File: src/rtl/core/lesf_pkg.sv
// Shared widths, codes, reset values and types of the largest empty square finder.
package lesf_pkg;

   localparam int CHAR_W    = 8;
   localparam int SIZE_W    = 11;
   localparam int POS_W     = 10;
   localparam int ERR_W     = 2;
   localparam int CNT_W     = 11;
   localparam int CSR_IDX_W = 3;
   localparam int CSR_W     = 11;

   localparam int MAX_COLS_DEF = 1024;
   localparam int MAX_ROWS_DEF = 1024;

   // Register indexes of the configuration port.
   localparam logic [CSR_IDX_W-1:0] CSR_EMPTY_CHAR    = 3'd0;
   localparam logic [CSR_IDX_W-1:0] CSR_OBSTACLE_CHAR = 3'd1;
   localparam logic [CSR_IDX_W-1:0] CSR_FILL_CHAR     = 3'd2;
   localparam logic [CSR_IDX_W-1:0] CSR_ROW_COUNT     = 3'd3;
   localparam logic [CSR_IDX_W-1:0] CSR_COL_COUNT     = 3'd4;

   // Error codes reported in error_kind.
   localparam logic [ERR_W-1:0] ERR_NONE = 2'd0;
   localparam logic [ERR_W-1:0] ERR_CHAR = 2'd1;
   localparam logic [ERR_W-1:0] ERR_LEN  = 2'd2;
   localparam logic [ERR_W-1:0] ERR_DUP  = 2'd3;

   localparam logic [CHAR_W-1:0] EMPTY_CHAR_RST    = 8'd46;
   localparam logic [CHAR_W-1:0] OBSTACLE_CHAR_RST = 8'd111;
   localparam logic [CHAR_W-1:0] FILL_CHAR_RST     = 8'd120;
   localparam logic [CNT_W-1:0]  ROW_COUNT_RST     = 11'd1;
   localparam logic [CNT_W-1:0]  COL_COUNT_RST     = 11'd1;

   typedef struct packed {
      logic [CHAR_W-1:0] empty_char;
      logic [CHAR_W-1:0] obstacle_char;
      logic [CHAR_W-1:0] fill_char;
      logic [CNT_W-1:0]  row_count;
      logic [CNT_W-1:0]  col_count;
   } cfg_type;

   typedef struct packed {
      logic [SIZE_W-1:0] square_here;
      logic [SIZE_W-1:0] best_size;
      logic [POS_W-1:0]  best_row;
      logic [POS_W-1:0]  best_col;
      logic [ERR_W-1:0]  error_kind;
      logic              grid_done;
   } rsp_type;

endpackage

File: src/rtl/core/lesf_core.sv
// Per-cell square size, best-square tracking, position counters and sticky error.
module lesf_core import lesf_pkg::*; #(
   parameter int MAX_COLS = MAX_COLS_DEF,
   parameter int MAX_ROWS = MAX_ROWS_DEF
) (
   input  logic                        clock,
   input  logic                        reset,
   input  cfg_type                     cfg,
   input  logic                        req_accept,
   input  logic [CHAR_W-1:0]           cell_char,
   input  logic                        line_end,
   input  logic [SIZE_W-1:0]           line_rd_data,
   output logic [$clog2(MAX_COLS)-1:0] line_rd_addr,
   output logic                        line_wr_en,
   output logic [$clog2(MAX_COLS)-1:0] line_wr_addr,
   output logic [SIZE_W-1:0]           line_wr_data,
   output rsp_type                     result
);

   localparam int AW    = $clog2(MAX_COLS);
   localparam int COL_W = $clog2(MAX_COLS + 1);
   localparam int ROW_W = $clog2(MAX_ROWS + 1);

   logic [COL_W-1:0]  col_pos_ff, col_pos_in;
   logic [ROW_W-1:0]  row_pos_ff, row_pos_in;
   logic [SIZE_W-1:0] left_size_ff, left_size_in;
   logic [SIZE_W-1:0] diag_size_ff, diag_size_in;
   logic [SIZE_W-1:0] best_size_ff, best_size_in;
   logic [POS_W-1:0]  best_row_ff, best_row_in;
   logic [POS_W-1:0]  best_col_ff, best_col_in;
   logic [ERR_W-1:0]  error_ff, error_in;
   logic              finished_ff, finished_in;

   logic [31:0]       col_count_w;
   logic [31:0]       rows_w;
   logic              held;
   logic              last_col;
   logic              last_row;
   logic [ERR_W-1:0]  err_now;
   logic              cell_ok;
   logic [SIZE_W-1:0] min_ul;
   logic [SIZE_W-1:0] min_all;
   logic [SIZE_W-1:0] here;

   always_comb begin
      col_count_w = 32'(cfg.col_count);
      last_col    = (32'(col_pos_ff) == col_count_w - 32'd1);

      // A row count of zero means one row; counts above MAX_ROWS saturate.
      if (cfg.row_count == '0) begin
         rows_w = 32'd1;
      end else if (32'(cfg.row_count) > 32'(MAX_ROWS)) begin
         rows_w = 32'(MAX_ROWS);
      end else begin
         rows_w = 32'(cfg.row_count);
      end
      last_row = (32'(row_pos_ff) + 32'd1 >= rows_w);

      held = (error_ff != ERR_NONE) || finished_ff;

      priority if (held) begin
         err_now = ERR_NONE;
      end else if (cfg.empty_char == cfg.obstacle_char || cfg.empty_char == cfg.fill_char ||
                   cfg.obstacle_char == cfg.fill_char) begin
         err_now = ERR_DUP;
      end else if (cell_char != cfg.empty_char && cell_char != cfg.obstacle_char) begin
         err_now = ERR_CHAR;
      end else if (cfg.col_count == '0 || col_count_w > 32'(MAX_COLS) ||
                   32'(col_pos_ff) >= 32'(MAX_COLS)) begin
         err_now = ERR_LEN;
      end else if (line_end != last_col) begin
         err_now = ERR_LEN;
      end else begin
         err_now = ERR_NONE;
      end
      cell_ok = !held && (err_now == ERR_NONE);

      min_ul  = (line_rd_data < left_size_ff) ? line_rd_data : left_size_ff;
      min_all = (diag_size_ff < min_ul) ? diag_size_ff : min_ul;

      if (cell_char == cfg.obstacle_char) begin
         here = '0;
      end else if (row_pos_ff == '0 || col_pos_ff == '0) begin
         here = SIZE_W'(1);
      end else begin
         here = min_all + SIZE_W'(1);
      end

      col_pos_in   = col_pos_ff;
      row_pos_in   = row_pos_ff;
      left_size_in = left_size_ff;
      diag_size_in = diag_size_ff;
      best_size_in = best_size_ff;
      best_row_in  = best_row_ff;
      best_col_in  = best_col_ff;
      error_in     = error_ff;
      finished_in  = finished_ff;
      line_wr_en   = 1'b0;

      if (req_accept) begin
         if (err_now != ERR_NONE) begin
            error_in = err_now;
         end
         if (cell_ok) begin
            line_wr_en = 1'b1;
            if (here > best_size_ff) begin
               best_size_in = here;
               best_row_in  = POS_W'(row_pos_ff);
               best_col_in  = POS_W'(col_pos_ff);
            end
            if (last_col) begin
               col_pos_in   = '0;
               left_size_in = '0;
               diag_size_in = '0;
               if (last_row) begin
                  finished_in = 1'b1;
               end else begin
                  row_pos_in = row_pos_ff + ROW_W'(1);
               end
            end else begin
               col_pos_in   = col_pos_ff + COL_W'(1);
               left_size_in = here;
               diag_size_in = line_rd_data;
            end
         end
      end

      result.square_here = cell_ok ? here : '0;
      result.best_size   = best_size_in;
      result.best_row    = best_row_in;
      result.best_col    = best_col_in;
      result.error_kind  = error_in;
      result.grid_done   = cell_ok && last_col && last_row;
   end

   // The line store is read at the position of the next cell, so its registered
   // data lines up with the column counter in the following cycle.
   assign line_rd_addr = col_pos_in[AW-1:0];
   assign line_wr_addr = col_pos_ff[AW-1:0];
   assign line_wr_data = here;

   always_ff @(posedge clock) begin
      if (reset) begin
         col_pos_ff   <= '0;
         row_pos_ff   <= '0;
         left_size_ff <= '0;
         diag_size_ff <= '0;
         best_size_ff <= '0;
         best_row_ff  <= '0;
         best_col_ff  <= '0;
         error_ff     <= ERR_NONE;
         finished_ff  <= 1'b0;
      end else begin
         col_pos_ff   <= col_pos_in;
         row_pos_ff   <= row_pos_in;
         left_size_ff <= left_size_in;
         diag_size_ff <= diag_size_in;
         best_size_ff <= best_size_in;
         best_row_ff  <= best_row_in;
         best_col_ff  <= best_col_in;
         error_ff     <= error_in;
         finished_ff  <= finished_in;
      end
   end

endmodule

File: config.mk
export PLATFORM = sky130hd
export DESIGN_NAME = lesf_core
export DESIGN_NICKNAME = d
export VERILOG_FILES = /design/src/rtl/core/lesf_pkg.sv /design/src/rtl/core/lesf_core.sv
export SDC_FILE = /design/constraint.sdc
export NUM_CORES = 1
export LEC_CHECK = 0
export BUFFER_PORTS_ARGS = -buffer_cell sky130_fd_sc_hd__buf_2
export CAP_MARGIN = 20
export CORE_MARGIN = 1.5
export CORE_UTILIZATION = 51
export DETAILED_ROUTE_END_ITERATION = 10
export PLACE_DENSITY_LB_ADDON = 0.1
export SYNTH_ARGS = -nofsm -noshare
export SYNTH_HDL_FRONTEND = slang
export SYNTH_SLANG_ARGS = --single-unit
File: constraint.sdc
create_clock -name clock -period 11.5 [get_ports clock]
set_clock_uncertainty 0.05 [all_clocks]
set_input_delay 2.3 -clock clock [delete_from_list [all_inputs] [get_ports clock]]
set_output_delay 2.3 -clock clock [all_outputs]
set_load 0.02 [all_outputs]
Yosys cells after proc, flatten, opt, wreduce, memory -nomap -nowiden:

Cells that the tools add are included.

* $add $sub $neg: 5
* $lt $le $gt $ge: 7
* equality and inequality tests: 8
* multiplexer cells: 30
* bitwise operators: 1
* reductions and logical operators: 21

Operator list (number)
* $mux 11: 13
* $mux 10: 8
* $logic_not 11->1: 4
* $add 11x1->11 const B: 3
* $eq 11x32->1: 1
* $eq 8x8->1: 4
* $ge 12x32->1: 1
* $gt 11x11->1 const B: 2
* $lt 11x11->1: 2
* $ne 8x8->1: 2
* $mux 2: 7
* $add 11x1->12 const B: 1
* $sub 11x1->12 const B: 1
* $ge 11x11->1 const B: 1
* $gt 11x11->1: 1
* $reduce_and 4->1: 2
* $logic_or 1x1->1: 6
* $logic_and 1x1->1: 4
* $reduce_bool 2->1: 2
* $logic_not 2->1: 1
* $mux 1: 2
* $reduce_and 2->1: 1
* $logic_not 1->1: 1
* $ne 1x1->1: 1
* $not 1->1: 1

* register bits: 78
* input bits: 69
* output and inout port bits: 77
* logic and storage cells: 82

Longest topological paths before layout:

Gate-level depths: netlist (run 1).

* depth after elaboration: 12
* gate-level depth with buffers: 39
* mapped depth without buffers: 32

Least setup slack after synthesis (run 1):

OpenSTA, ideal clock, no wires.

* kind: input port to output port
* start: input line_rd_data[9]
* end: output result[26] (netlist name)
* arrival: 9338 ps
* required time: 9150 ps
* setup slack: -188 ps
* cell stages on the path: 35
* path buffers: 7
* path through: ha_1 > and3_1 > o21ai_0 > nand2_1 > a21oi_1 > buf_2 > clkbuf_1 > a21oi_1 > ha_1 > nand4_1 > or3_1 > clkbuf_1 > a2111o_1 > nand3_1 > clkbuf_1 > nor2_1 > a21oi_1 > ha_1 > clkbuf_1 > nand2_1 > o211ai_1 > o41ai_1 > o31a_1 > nor2_1 > nor2_1 > ha_1 > nand4_1 > inv_1 > nand4_1 > nor2_1 > o311a_1 > and3_1 > buf_6 > buf_2 > o22ai_1

RTL lines
* start: declaration: RTL line lesf_core.sv:12 `input logic [SIZE_W-1:0] line_rd_data,`
* end: declaration: RTL line lesf_core.sv:17 `output rsp_type result`

==> results of run 1 <==
[routing by layer]
metal / vias up / GRT usage, % / part of all wire, %
met5: - / 0 / 0
met4: 0 / 12.65 / 2.9
met3: 46 / 5.837 / 7.0
met2: 252 / 52.35 / 48
met1: 3178 / 38.28 / 42
li1: 3220 / - / -
[worst max-delay path, delay by kind of cell]
| family | cells | cell delay, ns |
|---|---|---|
| adders and majority gates | 4 | 1.01 |
| and+or+nand+nor | 11 | 1.77 |
| AOI/OAI and AO/OA | 10 | 2.10 |
| buffers and inverters | 6 | 0.81 |
| muxes | 2 | 0.73 |
[cells by family after synthesis]
| group | after synthesis | share of synthesized area, % |
|---|---|---|
| buf+inv | 92 | 6.551 |
| simple gates | 320 | 25.14 |
| mux | 38 | 7.378 |
| fa+ha+maj | 49 | 9.198 |
| flops | 78 | 23.43 |
| xor+xnor | 83 | 11.19 |
| compound gates | 168 | 17.12 |
[Yosys cell counts, drive strengths merged (4+ instances only)]
| cell type | instances | area [um^2] |
|---|---|---|
| and3 | 22 | 137.6 |
| clkbuf | 27 | 101.4 |
| o32ai | 7 | 61.31 |
| nor2 | 67 | 254.0 |
| dfxtp | 78 | 1562 |
| or3 | 4 | 25.02 |
| inv | 44 | 165.2 |
| nor2b | 12 | 75.07 |
| xor2 | 32 | 280.3 |
| a21o | 10 | 75.07 |
| nand2 | 64 | 240.2 |
| mux2i | 9 | 90.09 |
| nand2b | 7 | 43.79 |
| a211oi | 9 | 67.56 |
| xnor2 | 51 | 465.5 |
| or4 | 5 | 41.29 |
| a21oi | 49 | 245.2 |
| ha | 49 | 613.1 |
| a22o | 6 | 52.55 |
| nand3 | 42 | 215.2 |
| o21ai | 26 | 130.1 |
| a31oi | 6 | 37.54 |
| a31o | 4 | 35.04 |
| a311oi | 4 | 35.03 |
| mux2 | 29 | 401.6 |
| and2 | 36 | 225.2 |
| o2111ai | 4 | 35.03 |
| nand4 | 23 | 143.9 |
| nor4 | 13 | 81.33 |
| nor3 | 9 | 50.05 |
| buf | 20 | 166.4 |
| o22ai | 6 | 37.54 |
[what timing repair did]
action,4_1_cts,5_1_grt
gates resized for setup,0,9
hold buffers,0,0
hold endpoints to repair,0,0
setup buffers,0,1
endpoints found under the setup margin,0,30
[sequential cells by signal (all words and copies together), names as in the netlist]
signal and flops:
finished_ff 1, best_row_ff 10, row_pos_ff 11, error_ff 2
col_pos_ff 11, best_col_ff 10, left_size_ff 11, diag_size_ff 11
best_size_ff 11
[layout make-up]
cell class | instances | area (um^2)
multi-input combinational | 658 | 4721
inverter | 45 | 168.9
timing repair buffer | 167 | 928.4
fill | 1173 | 4787
clock buffer | 9 | 225.2
sequential | 78 | 1562
clock inverter | 6 | 63.81
tap | 172 | 215.2
[stage by stage]
stage	total power [W]	setup slack, ns
4_1_cts	0.0006581	0.1183
3_5_place_dp	0.0003759	0.1394
5_1_grt	0.0006808	-0.00007994
2_1_floorplan	0.0003341	-0.04970
6_report	0.0006582	0.3862
3_3_place_gp	0.0003736	0.2650
[power by group]
group / internal, W / switching [W]
Sequential: 0.000271 / 0.000000249
Combinational: 0.0000416 / 0.0000608
Clock: 0.000166 / 0.000119
[worst paths after layout]
path                endpoint  slack [ns]  cells past startpoint
max reg2reg   best_col_ff[1]        4.43                     33
min          left_size_ff[4]        0.41                      2
min reg2reg  left_size_ff[4]        0.41                      2
max                result[4]        0.39                     33
==> metrics.txt, run 1 <==
Synth Area per Inst 8.050 um^2; Post-Layout Cell Count 1135; clock buffer depth 2; global-route wire length before repair 34120 um; initial core utilization 52.60%; die height 117.3 um; clock sinks 78; register bit count reported by yosys 78; Slew @ Worst Pin 1.033 ns; DIE WIDTH 117.3 um; most frequent cells in the layout buf_2, dfxtp_1, nor2_1; initial antenna violation count 0; GRT Total Usage 30.83%; vias per inst 5.900; via total after detailed routing 6696; final wirelength 21500 um; YS warnings 0; TritonCTS Buffers 9; number of synthesized flops with an enable pin 0; max-cap check violation count 0; Cells after DPL 1119; TritonCTS clock tree built; Iteration-0 DRC Markers 444; Root Buffer clkbuf_16; Clock Latency Late Sink 0.35 ns; synthesized instance count 828; Post-Syn Area 6665 um^2; design area 7884 um^2; # DRC 0; hold_sp left_size_ff[4]; Layout area overhead 18.28%; remaining global-route overflow 0; Synth Flop Type dfxtp_1; Max Fclk 0.08998 GHz; Slew Viols, Final 0; diodes inserted 0; Max VDD drop 0.00006433 V; most common cell after layout, fill and taps aside buf_2; final worst hold slack 0.4123 ns; area post-placement 7557 um^2; routability congestion estimate 0.9640; Hold Violations, Final 0; status finished clean; CP endpoint kind output port; Pleak 3.473 nW; Distinct cells, synth 77; async set-reset flop share out of synthesis 0%; fin crit share 96.64%; worst r2r src left_size_ff[2]; std cell rows 41; crit path max fanout 24; crit path launch line_rd_data[2]; pwr/cell area 83.48 nW/um^2; DP Wirelength 16800 um; share of layout cells above drive strength 1 24.82%; worst slew margin relative to its limit 31.03%; critical path data arrival time 8.76 ns; DIE AREA 13760 um^2; slowest stage delay, CP 0.45 ns; H-tree lvl count 3; WS Path Type input pin to output port; crit path max-delay cell type or3_4; crit path launch type input pin; Required @ worst endpoint 9.15 ns; IO Port Bufs 145; post-layout min period 11.11 ns; DR WL/cell 18.94 um; nets 1077; Synth Net Count 946; pin count of the biggest net entering global routing 50; Clock transition at path regs 0.06 ns; Hold Path Class flip-flop to flip-flop; # setup viols final 0; setup TNS 0 ns; Core Footprint 12670 um^2; final antenna-violating net count 0; end-of-flow core utilization 62.22%; first-pass detailed-route iteration total 6; sequential-to-total area share from yosys stat 23.43%; vias in the first global route 6713; Top-Level Pins 146
Power figures use the tool's default switching activity.
==> run 2: changes to the inputs <==
--- a/config.mk
+++ b/config.mk
@@ -8,7 +8,8 @@
 export BUFFER_PORTS_ARGS = -buffer_cell sky130_fd_sc_hd__buf_2
 export CAP_MARGIN = 20
 export CORE_MARGIN = 1.5
-export CORE_UTILIZATION = 51
+export CORE_UTILIZATION = 57
+export CTS_BUF_LIST = sky130_fd_sc_hd__clkbuf_8
 export DETAILED_ROUTE_END_ITERATION = 10
 export PLACE_DENSITY_LB_ADDON = 0.1
 export SYNTH_ARGS = -nofsm -noshare
==> constraint.sdc (replaced) <==
create_clock -name clock -period 12.75 [get_ports clock]
set_clock_uncertainty 0.05 [all_clocks]
set_input_delay 2.55 -clock clock [delete_from_list [all_inputs] [get_ports clock]]
set_output_delay 2.55 -clock clock [all_outputs]
set_load 0.02 [all_outputs]
==> metrics.txt, run 2 (synthesized netlist as in run 1, its figures left out) <==
status finished clean; Required @ worst endpoint 10.15 ns; crit path launch type input pin; clock power share 35.9%; global-route wire length before repair 32690 um; DIE AREA 12350 um^2; GRT Total Usage 32.59%; # DRC 0; DP Wirelength 15750 um; IO Port Bufs 145; final wirelength 20520 um; Clock transition at path regs 0.09 ns; end-of-flow core utilization 66.46%; FF-to-FF End best_col_ff[0]; area post-placement 7378 um^2; final antenna-violating net count 0; die height 111.1 um; clock buffer depth 2; diodes inserted 0; # setup viols final 0; WS Path Type input pin to output port; Pleak 3.360 nW; CP most frequent cell nor2_1; Fill cells 988; Iteration-0 DRC Markers 532; P_int 0.0003544 W; crit path max fanout 34; Cells on Worst Hold Path 2; TritonCTS clock tree built; Worst Hold End left_size_ff[4]; TritonCTS Buffers 9; Gate power share 17.1%; vias per inst 6.142; Root Buffer clkbuf_8; DR WL/cell 18.74 um; Slew @ Worst Pin 0.9952 ns; clock sinks 78; post-layout min period 12.21 ns; setup TNS 0 ns; Cells after DPL 1079; Reg2Reg Depth 34; P_sw 0.0001646 W; most common cell after layout, fill and taps aside buf_2; hold_sp left_size_ff[4]; remaining global-route overflow 0; crit path max-delay cell type or3_1; initial antenna violation count 0; fin crit share 95.78%; routability congestion estimate 0.9246; Max Fclk 0.08188 GHz; max-cap check violation count 0; H-tree lvl count 3; via total after detailed routing 6726; DIE WIDTH 111.1 um; Hold Path Class flip-flop to flip-flop; pwr/cell area 68.39 nW/um^2; FF-to-FF setup slack 5.15 ns; slowest stage delay, CP 0.49 ns; Layout area overhead 13.85%; std cell rows 39; initial core utilization 58.37%; most frequent cells in the layout buf_2, dfxtp_1, nor2_1; Core Footprint 11420 um^2; Net Sw Frac 31.71%; pin count of the biggest net entering global routing 50; Slew Viols, Final 0; design area 7589 um^2; worst r2r src left_size_ff[9]; share of layout cells above drive strength 1 23.00%; first-pass detailed-route iteration total 5; Clock Latency Late Sink 0.38 ns; CP endpoint kind output port; RSZ-0062 raised after global routing no; nets 1065; hold-fix buffers at CTS 0; critical path data arrival time 9.61 ns; Hold Violations, Final 0; Max VDD drop 0.00005106 V; vias in the first global route 6401; Post-Layout Cell Count 1095; crit path launch line_rd_data[2]; Top-Level Pins 146; worst slew margin relative to its limit 33.58%; Seq pwr share 47.0%
[run 2: changes by cell type in the layout (fill, tap and decap cells not counted), moves of 2 or more]
cell / before / now
buf_4: 19 / 8
clkbuf_16: 9 / 0
clkbuf_8: 0 / 9
inv_6: 0 / 3
o22ai_1: 3 / 6
o22ai_2: 3 / 0
buf_12: 3 / 1
clkinv_2: 2 / 0
inv_8: 0 / 2
mux2i_1: 7 / 9
mux2i_2: 2 / 0
o21ai_2: 2 / 0
[run 2: how the worst max path moves through the flow]
stage | endpoint
floorplan | result[26]
global placement | result[3]
detailed placement | result[12]
CTS | result[12]
global route | result[12]
finish | result[3]
[run 2: routing by layer]
layer | vias up | global-route usage (%) | wire (um)
met2 | 305 | 56.71 | 9963
met1 | 3159 | 40.72 | 8417
li1 | 3212 | - | -
met5 | - | 0 | 0
met4 | 0 | 10.63 | 528
met3 | 50 | 5.960 | 1614
[run 2: repair_timing]
action                                  CTS  global route
endpoints found under the setup margin    0            30
gates resized for setup                   0             7
buffers inserted                          0             0
hold endpoints to repair                  0             0
[run 2: area by class of cell]
class | instances | area [um^2] | share of cell area [%]
sequential | 78 | 1562 | 20.58
clock inverter | 7 | 63.81 | 0.8409
tap | 143 | 178.9 | 2.358
inverter | 45 | 168.9 | 2.226
clock buffer | 9 | 123.9 | 1.632
timing repair buffer | 155 | 817.0 | 10.77
multi-input combinational | 658 | 4674 | 61.60
[run 2: per-stage QoR]
| stage | setup WS [ns] | hold slack, ns | power (W) |
|---|---|---|---|
| after detailed placement | 0.3300 | 0.4018 | 0.0003361 |
| after global routing | 0.01704 | 0.4469 | 0.0005387 |
| after floorplan | 0.5620 | 0.3819 | 0.0003010 |
| after CTS | 0.3220 | 0.4147 | 0.0005207 |
| final | 0.5377 | 0.4148 | 0.0005190 |
| after global placement | 0.5978 | 0.3917 | 0.0003332 |
[run 2: critical path: cells and delay by family]
family	cells	cell delay [ns]
AND/OR/NAND/NOR	12	1.83
buffers and inverters	6	1.08
adder cells (fa/ha/maj)	4	1.18
AO/OA/AOI/OAI	11	2.54
multiplexers	1	0.37
[run 2: power by group through the flow]
stage	clock network, W	logic, W	registers, W
global placement	0	0.0000835	0.000250
global route	0.000198	0.0000963	0.000244
finish	0.000186	0.0000887	0.000244
CTS	0.000190	0.0000868	0.000244
detailed placement	0	0.0000864	0.000250
floorplan	0	0.0000514	0.000250
==> run 3: changes to the inputs <==
--- a/config.mk
+++ b/config.mk
@@ -7,6 +7,7 @@
 export LEC_CHECK = 0
 export BUFFER_PORTS_ARGS = -buffer_cell sky130_fd_sc_hd__buf_2
 export CAP_MARGIN = 20
+export CORE_ASPECT_RATIO = 1.1
 export CORE_MARGIN = 1.5
 export CORE_UTILIZATION = 57
 export CTS_BUF_LIST = sky130_fd_sc_hd__clkbuf_8
==> metrics.txt, run 3 (synthesized netlist as in run 1, its figures left out) <==
initial core utilization 58.26%; design area 7584 um^2; Iteration-0 DRC Markers 555; setup ws final 0.4217 ns; DIE WIDTH 106.1 um; first-pass detailed-route iteration total 5; Required @ worst endpoint 10.15 ns; share of layout cells above drive strength 1 22.67%; Max Fclk 0.08111 GHz; vias in the first global route 6246; Slew @ Worst Pin 0.9757 ns; Clock Latency Late Sink 0.36 ns; RSZ-0062 raised after global routing no; diodes inserted 0; TritonCTS clock tree built; Pleak 3.377 nW; crit path max fanout 17; via total after detailed routing 6664; Slew Viols, Final 0; crit path launch line_rd_data[9]; Clock transition at path regs 0.08 ns; hold-fix buffers at CTS 0; worst slew margin relative to its limit 34.96%; post-CTS setup buffer count 0; Hold Path Class flip-flop to flip-flop; crit path launch type input pin; initial antenna violation count 0; end-of-flow core utilization 66.29%; fin crit share 96.69%; GRT Total Usage 30.99%; slowest stage delay, CP 0.54 ns; most common cell after layout, fill and taps aside buf_2; # setup viols final 0; WS Path Type input pin to output port; worst r2r src left_size_ff[9]; Worst Hold End left_size_ff[4]; FF-to-FF End best_row_ff[7]; Root Buffer clkbuf_8; IO Port Bufs 145; H-tree lvl count 3; final antenna-violating net count 0; nets 1066; crit path max-delay cell type and3_2; status finished clean; post-layout min period 12.33 ns; Reg2Reg Depth 32; die height 116.4 um; DR WL/cell 17.50 um; vias per inst 6.042; Cells on Worst Hold Path 2; final wirelength 19300 um; max-cap check violation count 0; Top-Level Pins 146; remaining global-route overflow 0; CP endpoint kind output port; setup TNS 0 ns; Layout area overhead 13.78%; # DRC 0; area post-placement 7380 um^2; Setup Slack @ Placement 0.1716 ns; routability congestion estimate 0.9405; clock sinks 78; Hold Violations, Final 0; DP Wirelength 14900 um; TritonCTS Buffers 9; FF-to-FF setup slack 5.07 ns; Core Footprint 11440 um^2; pin count of the biggest net entering global routing 50; std cell rows 41; Max VDD drop 0.00004330 V; critical path data arrival time 9.73 ns; global-route wire length before repair 30350 um; most frequent cells in the layout buf_2, dfxtp_1, nor2_1; clock buffer depth 2; hold_sp left_size_ff[4]; pwr/cell area 66.12 nW/um^2; DIE AREA 12350 um^2
## run 3: cell types whose count changed in the layout (fill, tap and decap cells not counted), moves of 2 or more
cell,change
inv_8,-2
clkinvlp_4,-2
clkinv_2,+2
inv_1,+2
inv_6,-3
clkbuf_8,+2
## run 3: metal layers
metal | routed length (um) | global-route usage, %
met5 | 0 | 0
met1 | 8092 | 38.77
met3 | 1487 | 5.915
met2 | 9389 | 53.89
met4 | 330 | 10.09
## run 3: worst max-delay path, delay by kind of cell
kind	cells	cell delay, ns
simple gates	13	2.62
compound gates	8	1.98
buf+inv	5	0.66
fa+ha+maj	4	1.14
mux	2	0.74
## run 3: how the worst max path moves through the flow
stage	end	slack [ns]	cells after the start
finish	result[21]	0.42	32
global route	result[21]	0.04	32
CTS	result[12]	0.15	32
detailed placement	result[12]	0.17	32
global placement	result[12]	0.39	32
floorplan	result[26]	0.56	35
## run 3: through the flow
step                      std cells  hold slack [ns]  power [W]
after floorplan                 828           0.3819  0.0003010
after global placement         1085           0.3927  0.0003327
after detailed placement       1085           0.3979  0.0003351
after CTS                      1101           0.4079  0.0005036
after global routing           1103           0.4407  0.0005217
final                          1103           0.4042  0.0005014
## run 3: where the power goes
part | total (W) | internal [W] | switching [W]
Sequential | 0.000244 | 0.000244 | 0.000000221
Combinational | 0.0000866 | 0.0000352 | 0.0000514
Clock | 0.000171 | 0.0000797 | 0.0000912
## run 3: final cells by class
type                    instances  area [um^2]
repair buffers                155        808.3
well taps                     150        187.7
flip-flops and latches         78         1562
inverters                      45        168.9
clock buffers                  11        151.4
fillers                      1045         3856
clock inverters                 5        26.28
multi-input cells             659         4679
## run 3: repair_timing
action                     4_1_cts  5_1_grt
setup endpoints to repair        0       30
gates resized for setup          0        1
hold endpoints to repair         0        0
